==> src/hw/rtl/bilinear_image_rotate_defines.svh <==
// ---------------------------------------------------------------------------
// Bilinear image rotate assertion macros
// Concurrent assertion wrappers, empty when SYNTH is defined.
// ---------------------------------------------------------------------------
`ifndef BILINEAR_IMAGE_ROTATE_DEFINES_SVH
`define BILINEAR_IMAGE_ROTATE_DEFINES_SVH

`ifndef SYNTH
`define BIR_ASSERT_IMPL(label, ante, cons) \
    label: assert property (@(posedge clk) disable iff (!rst_n) (ante) |-> (cons)) \
        else $error("assertion failed");
`define BIR_ASSERT_NEXT(label, ante, cons) \
    label: assert property (@(posedge clk) disable iff (!rst_n) (ante) |=> (cons)) \
        else $error("assertion failed");
`else
`define BIR_ASSERT_IMPL(label, ante, cons)
`define BIR_ASSERT_NEXT(label, ante, cons)
`endif

`endif

==> src/hw/rtl/bir_pkg.sv <==
// ---------------------------------------------------------------------------
// Bilinear image rotate package
// Sizes, operation codes, register indexes and pipeline types.
// ---------------------------------------------------------------------------
`default_nettype none
package bir_pkg;
    localparam int MAX_WIDTH     = 256;
    localparam int MAX_HEIGHT    = 256;
    localparam int FRACTION_BITS = 8;
    localparam int POS_BITS      = 15;
    localparam int XW            = $clog2(MAX_WIDTH);
    localparam int YW            = $clog2(MAX_HEIGHT);
    localparam int DW            = $clog2(MAX_WIDTH) + 1;
    localparam int HW            = $clog2(MAX_HEIGHT) + 1;
    localparam int BANK_DEPTH    = (MAX_WIDTH / 2) * (MAX_HEIGHT / 2);
    localparam int BANK_AW       = $clog2(BANK_DEPTH);
    localparam int PAW           = 3;

    typedef enum logic { OP_LOAD = 1'b0, OP_FETCH = 1'b1 } op_t;

    typedef enum logic [PAW-1:0] {
        REG_WIDTH  = 3'd0,
        REG_HEIGHT = 3'd1,
        REG_SINE   = 3'd2,
        REG_COSINE = 3'd3,
        REG_BACKGR = 3'd4
    } reg_idx_t;

    typedef struct packed {
        logic [DW-1:0]      w;
        logic [HW-1:0]      h;
        logic signed [15:0] s;
        logic signed [15:0] c;
        logic [7:0]         bg;
    } cfg_t;

    // per-fetch sideband carried alongside the frame reads
    typedef struct packed {
        logic                     valid;
        logic                     bg;
        logic                     copy;
        logic [1:0]               sel;
        logic [FRACTION_BITS-1:0] fx;
        logic [FRACTION_BITS-1:0] fy;
    } fetch_t;
endpackage
`default_nettype wire

==> src/hw/rtl/bir_map.sv <==
// ---------------------------------------------------------------------------
// Bilinear image rotate coordinate mapper
// Two-stage inverse mapping of an output pixel to a source point.
// ---------------------------------------------------------------------------
`default_nettype none
module bir_map (
    input  wire logic                    clk,
    input  wire logic                    rst_n,
    input  wire logic                    fetch,
    input  wire logic [bir_pkg::XW-1:0]  x,
    input  wire logic [bir_pkg::YW-1:0]  y,
    input  wire bir_pkg::cfg_t           cfg,
    output bir_pkg::fetch_t              info,
    output logic [bir_pkg::XW-1:0]       x0,
    output logic [bir_pkg::YW-1:0]       y0
);
    import bir_pkg::*;

    localparam int PW = 36;

    logic                     v1_reg, bg1_reg, copy1_reg;
    logic signed [PW-1:0]     sx_base_reg, sy_base_reg;
    logic signed [PW-1:0]     uc_reg, vs_reg, us_reg, vc_reg;
    logic [XW-1:0]            xc_reg;
    logic [YW-1:0]            yc_reg;
    logic signed [DW+1:0]     u2, v2;
    logic signed [PW-1:0]     sx, sy;
    logic signed [PW-POS_BITS-1:0] xw, yw;
    logic                     outside;
    fetch_t                   info_reg, info_next;
    logic [XW-1:0]            x0_reg, x0_next;
    logic [YW-1:0]            y0_reg, y0_next;

    assign u2 = $signed({2'b00, x, 1'b0}) - $signed({2'b00, cfg.w}) + (DW+2)'(1);
    assign v2 = $signed({2'b00, y, 1'b0}) - $signed({2'b00, cfg.h}) + (DW+2)'(1);

    always_ff @(posedge clk or negedge rst_n)
    begin
        if (!rst_n)
        begin
            v1_reg   <= 1'b0;
            info_reg <= '0;
        end
        else
        begin
            v1_reg   <= fetch;
            info_reg <= info_next;
        end
    end

    always_ff @(posedge clk)
    begin
        bg1_reg     <= ({1'b0, x} >= cfg.w) || ({1'b0, y} >= cfg.h);
        copy1_reg   <= (cfg.s == 16'sd0) && (cfg.c == 16'sd16384);
        uc_reg      <= PW'(u2 * cfg.c);
        vs_reg      <= PW'(v2 * cfg.s);
        us_reg      <= PW'(u2 * cfg.s);
        vc_reg      <= PW'(v2 * cfg.c);
        sx_base_reg <= $signed({{(PW-DW-14){1'b0}}, cfg.w - 1'b1, 14'd0});
        sy_base_reg <= $signed({{(PW-HW-14){1'b0}}, cfg.h - 1'b1, 14'd0});
        xc_reg      <= x;
        yc_reg      <= y;
        x0_reg      <= x0_next;
        y0_reg      <= y0_next;
    end

    assign sx = sx_base_reg + uc_reg - vs_reg;
    assign sy = sy_base_reg + us_reg + vc_reg;
    assign xw = sx[PW-1:POS_BITS];
    assign yw = sy[PW-1:POS_BITS];
    assign outside = xw[PW-POS_BITS-1] || yw[PW-POS_BITS-1]
        || (xw + 1 >= $signed({{(PW-POS_BITS-DW){1'b0}}, cfg.w}))
        || (yw + 1 >= $signed({{(PW-POS_BITS-HW){1'b0}}, cfg.h}));

    always_comb
    begin
        info_next.valid = v1_reg;
        info_next.copy  = copy1_reg;
        info_next.bg    = bg1_reg || (!copy1_reg && outside);
        info_next.fx    = sx[POS_BITS-1 -: FRACTION_BITS];
        info_next.fy    = sy[POS_BITS-1 -: FRACTION_BITS];
        info_next.sel   = copy1_reg ? {yc_reg[0], xc_reg[0]} : {yw[0], xw[0]};
        x0_next         = copy1_reg ? xc_reg : xw[XW-1:0];
        y0_next         = copy1_reg ? yc_reg : yw[YW-1:0];
    end

    assign info = info_reg;
    assign x0   = x0_reg;
    assign y0   = y0_reg;
endmodule
`default_nettype wire

==> config.mk <==
export PLATFORM = sky130hd
export DESIGN_NAME = bir_map
export DESIGN_NICKNAME = d
export VERILOG_FILES = /design/src/hw/rtl/bilinear_image_rotate_defines.svh /design/src/hw/rtl/bir_pkg.sv /design/src/hw/rtl/bir_map.sv
export SDC_FILE = /design/constraint.sdc
export NUM_CORES = 2
export LEC_CHECK = 0
export ABC_AREA = 1
export BUFFER_PORTS_ARGS = -buffer_cell sky130_fd_sc_hd__buf_2
export CAP_MARGIN = 20
export CORE_ASPECT_RATIO = 2
export CORE_MARGIN = 3
export CORE_UTILIZATION = 60
export CTS_BUF_LIST = sky130_fd_sc_hd__clkbuf_2 sky130_fd_sc_hd__clkbuf_4 sky130_fd_sc_hd__clkbuf_8
export DETAILED_ROUTE_END_ITERATION = 8
export PLACE_DENSITY = 0.8
export SYNTH_ARGS = -nofsm -noshare
export SYNTH_HDL_FRONTEND = slang
export SYNTH_SLANG_ARGS = --single-unit
==> constraint.sdc <==
create_clock -name clk -period 3.8 [get_ports clk]
set_clock_uncertainty 0.15 [all_clocks]
set_input_delay 0.38 -clock clk [delete_from_list [all_inputs] [get_ports clk]]
set_output_delay 0.38 -clock clk [all_outputs]
set_load 0.005 [all_outputs]
==> results of run 1 <==
Yosys cell counts (2+ instances only):
library cell and count:
o311ai_0 3, xnor2_1 64, nand4_1 45, or2_2 8, nand2_1 891, or2_1 2, xor2_1 118, nor2_2 21
and2_1 4, nor4_1 14, o211ai_1 10, or3_1 2, inv_1 1168, dfxtp_1 160, buf_2 10, a21boi_0 7
a21o_1 11, inv_2 5, clkbuf_1 91, dfrtp_1 22, o221ai_1 3, buf_1 8, ha_1 370, nor3_1 20
o21bai_1 5, buf_6 2, a21oi_1 160, fa_1 668, nand3b_1 7, clkinv_1 15, o31ai_1 4, nand3_1 92
a31oi_1 16, nor2_1 539, o21ai_0 86
per-stage QoR:
| stage | cells | util | cell area [µm²] | hold slack, ns | setup WS (ns) |
|---|---|---|---|---|---|
| floorplan | 4661 | - | 37510 | -0.06559 | -2.775 |
| global placement | 6343 | 0.7595 | 45740 | 0.1935 | -3.290 |
| detailed placement | 6343 | 0.7595 | 45740 | 0.1887 | -3.488 |
| CTS | 6449 | 0.8101 | 48790 | 0.006806 | -2.764 |
layer usage:
metal	track usage	overflow
met3	0.3549	2
met1	0.5338	1
met5	0.1500	0
met4	0.6258	38
met2	0.8567	67
logic make-up after synthesis:
logic type	synth area share
adder cells (fa/ha/maj)	0.4918
AO/OA/AOI/OAI	0.04710
flip-flops	0.1025
AND/OR/NAND/NOR	0.1801
XOR/XNOR	0.04430
buffers and inverters	0.1342
timing repair:
action | CTS
gates resized for setup | 433
hold endpoints to repair | 48
cloned | 3
setup endpoints to repair | 93
pin swaps | 180
hold buffers | 27
setup buffers | 59
==> results.ini, run 1 <==
[yosys]
syn_avg_cell_area_um2=7.853
ys_warn_count=0
synth_top_area_cell=fa_1
synth_seq_area_share=0.1025
syn_area_um2=36610
synth-async-reset-ratio=0.1209
ys_ff_latch=182
synth_edf_count=0
netlist_instances=4661
synth.distinct_cells=45
synthTopCellsByArea=fa_1, ha_1, inv_1, nand2_1, dfxtp_1
syn-num-nets=5776
netlist.area_leader.share=0.3653
dominantRegCellSynth=dfxtp_1

[sta]
worstEndpointType=sequential cell input
postGrtWorstEndpoint=vs_reg[26]$_DFF_P_/D

[global_route]
grt_use_total=0.5917
grt_max_degree=34
overflow=108

[die]
rows=127
pin_count=114
die_h_um=355.3
start_util=0.6078
die_w_um=180.7

[run_status]
error=[ERROR GRT-0232] Routing congestion too high. Check the congestion heatmap in the GUI.
run_status=stopped before the end
haltStage=global routing

[clock_network]
clockBufferDepth=2
htreeDepth=4
cts_made_buffers=17
cts.sinks=182
clock-root-buffer=clkbuf_8

[placed_design]
hpwl_mm=109.7
io_buffers=105
globalplace.congestion=1.051

==> run 2: changes to the inputs <==
- CORE_ASPECT_RATIO: 2 -> unset
- CORE_UTILIZATION: 60 -> 40
- CTS_BUF_LIST: sky130_fd_sc_hd__clkbuf_2 sky130_fd_sc_hd__clkbuf_4 sky130_fd_sc_hd__clkbuf_8 -> unset
- PLACE_DENSITY: 0.8 -> unset
- PLACE_DENSITY_LB_ADDON: unset -> 0.15
- clock period: 3.8 -> 4.95 ns (I/O delays scaled with it)
==> run 2 against run 1 <==
- the flow now finishes, with violations (negative setup slack)
- synthesized cell count is the same
- synthesized area is the same
==> results.ini, run 2 <==
[yosys]
synth_edf_count=0  ; unchanged
syn_avg_cell_area_um2=7.853  ; unchanged
synth_seq_area_share=0.1025  ; unchanged
netlist.area_leader.share=0.3653  ; unchanged
synth.most_common_cell=inv_1  ; unchanged
synth_fa_ha_area_frac=0.4918  ; unchanged
synth.distinct_cells=45  ; unchanged
synth-async-reset-ratio=0.1209  ; unchanged
synth-xor-area-share=0.04430  ; unchanged
synth_top_family_by_area=adder cells  ; unchanged
synth_mux_area_frac=0  ; unchanged
synth_top_area_cell=fa_1  ; unchanged
synth_simple_gate_area_frac=0.1801  ; unchanged
synthTopCellsByArea=fa_1, ha_1, inv_1, nand2_1, dfxtp_1  ; unchanged
netlist_instances=4661  ; unchanged
dominantRegCellSynth=dfxtp_1  ; unchanged
synth_compound_area_frac=0.04710  ; unchanged
synth_top_cells_by_count=inv_1, nand2_1, fa_1  ; unchanged
syn_area_um2=36610  ; unchanged
ys_warn_count=0  ; unchanged
syn-num-nets=5776  ; unchanged
ys_ff_latch=182  ; unchanged

[finish]
area_growth_pct=35.53
drive_above_1_share=0.2718
multiInputGateArea_um2=31050
nNetsFinal=6643
final_common_cell=inv_1
final_area_um2=49610
fin_cells=6725
layout_common_cells=inv_1, nand2_1, buf_4, fa_1, nor2_1
fillers=8527
seqCellArea_um2=3754

[sta]
relSlewSlack=0.3256
rsz0062_at_grt=true
tightest_slew_ns=1.002
period_share=1.335
drv_slew=0
period_minus_slack_ns=6.607
finalSetupViolCount=82
worst_slack_ns=-1.657
fmax_mhz=151.3
hold_viol=0

[hold_path]
hp-class=primary input to flop
hold_depth=2

[clock_network]
clockBufferDepth=2  ; unchanged
cts_tree=done
clk_transition_reported_paths_ns=0.08
cts_made_buffers=17  ; unchanged
clk_latency_ns=0.51
htreeDepth=4  ; unchanged
clock-root-buffer=clkbuf_16  ; was clkbuf_8
cts.sinks=182  ; unchanged

[global_route]
overflow=0
grt_max_degree=34
grt_pass1_wl_mm=191.0
grt_use_total=0.2646
first_global_vias=33329
antenna_found_initial=12

[routing]
viasPerCell=4.839
drtIter0Drc=2160
dr_total_vias=32541
drc=0
ant_nets=0
first_pass_iters=6
drt-total-wl_mm=124.0
avgRoutedWirePerCell_um=18.44

[die]
rows=110  ; was 127
die-area_um2=95180
core_um2=90420
die_w_um=308.5  ; was 180.7 µm
pin_count=114  ; unchanged
die_h_um=308.5  ; was 355.3 µm
start_util=0.4048  ; was 0.6078

[critical_path]
crit_top_cell=fa_1
r2r_start=sx_base_reg[14]
crit_family=adder cells
cp_num_cells=33
max_stage_delay_ns=0.54
reg2reg_to=info[19]
rrSetupSlack_ns=-0.01
critPathLaunchType=primary input
cp-endpoint=vs_reg[23]
startpoint=cfg[42]
cpMaxStageDelayCell=fa_1
end_kind=flop
required_ns=5.20
path_max_fanout=5
cp.buffers_inverters=11
reg2reg_depth=35
arrival_ns=6.86
crit_type=primary input to flop

[run_status]
run_status=finished, violations left  ; was stopped before the end
violations=negative setup slack

[placed_design]
io_buffers=105  ; unchanged
dp_cells=6565  ; was 6343
place_ws_ns=-2.448  ; was -3.488 ns
hpwl_mm=105.6  ; was 109.7 mm
placed_area_um2=45040  ; was 45740 µm²
globalplace.congestion=0.9368  ; was 1.051

[job]
max_cap_viol_count=0

run 2: cell counts after synthesis:
Identical to the previous run, type by type.
run 2: area by class of cell:
cell class                      instances  area share
Multi-Input combinational cell       3179      0.6258
Sequential cell                       182     0.07566
Tap cell                             1176     0.02966
Clock buffer                           18    0.008651
Antenna cell                            8   0.0004035
Timing Repair Buffer                  958      0.1636
Inverter                             1188     0.09211
Timing Repair inverter                  2   0.0003531
Clock inverter                         14    0.003758
run 2: layer usage:
metal	up-vias	GRT usage	wire [µm]
met5	-	0	57
met4	8	0.05930	2918
met3	157	0.04051	8494
met2	883	0.4285	56240
met1	16000	0.3747	56310
li1	15493	-	-
run 2: cell families after synthesis:
logic type / after synthesis
and+or+nand+nor: 1646
AOI/OAI and AO/OA: 312
adders and majority gates: 1038
xor gates and xnor gates: 183
DFF: 182
buffers and inverters: 1300
run 2: worst min-delay path by stage:
stage	start	to	slack [ns]
finish	y[3]	yc_reg[3]	0.05
global route	y[3]	yc_reg[3]	0.03
CTS	y[3]	yc_reg[3]	0.01
detailed placement	v1_reg	info[20]	0.18
global placement	v1_reg	info[20]	0.18
floorplan	rst_n	info[0]	0.05
run 2: through the flow:
step	hold slack [ns]	util	setup TNS [ns]
2_1_floorplan	0.04941	-	-97.99
3_3_place_gp	0.1831	0.4981	-149.58
3_5_place_dp	0.1847	0.4981	-153.28
4_1_cts	0.01100	0.5325	-89.20
5_1_grt	0.03073	0.5485	-113.15
6_report	0.05256	0.5486	-97.64
run 2: repair_timing:
action | CTS | global route
hold endpoints to repair | 26 | 0
cloned | 4 | 4
buffers inserted | 74 | 53
resized for setup | 379 | 265
hold buffers | 5 | 0
endpoints found under the setup margin | 84 | 86
pin swaps | 160 | 147
Power of run 2 is left out: the tool's default activity adds up to more than one toggle a clock period on the data nets, which glitch-free logic cannot reach.
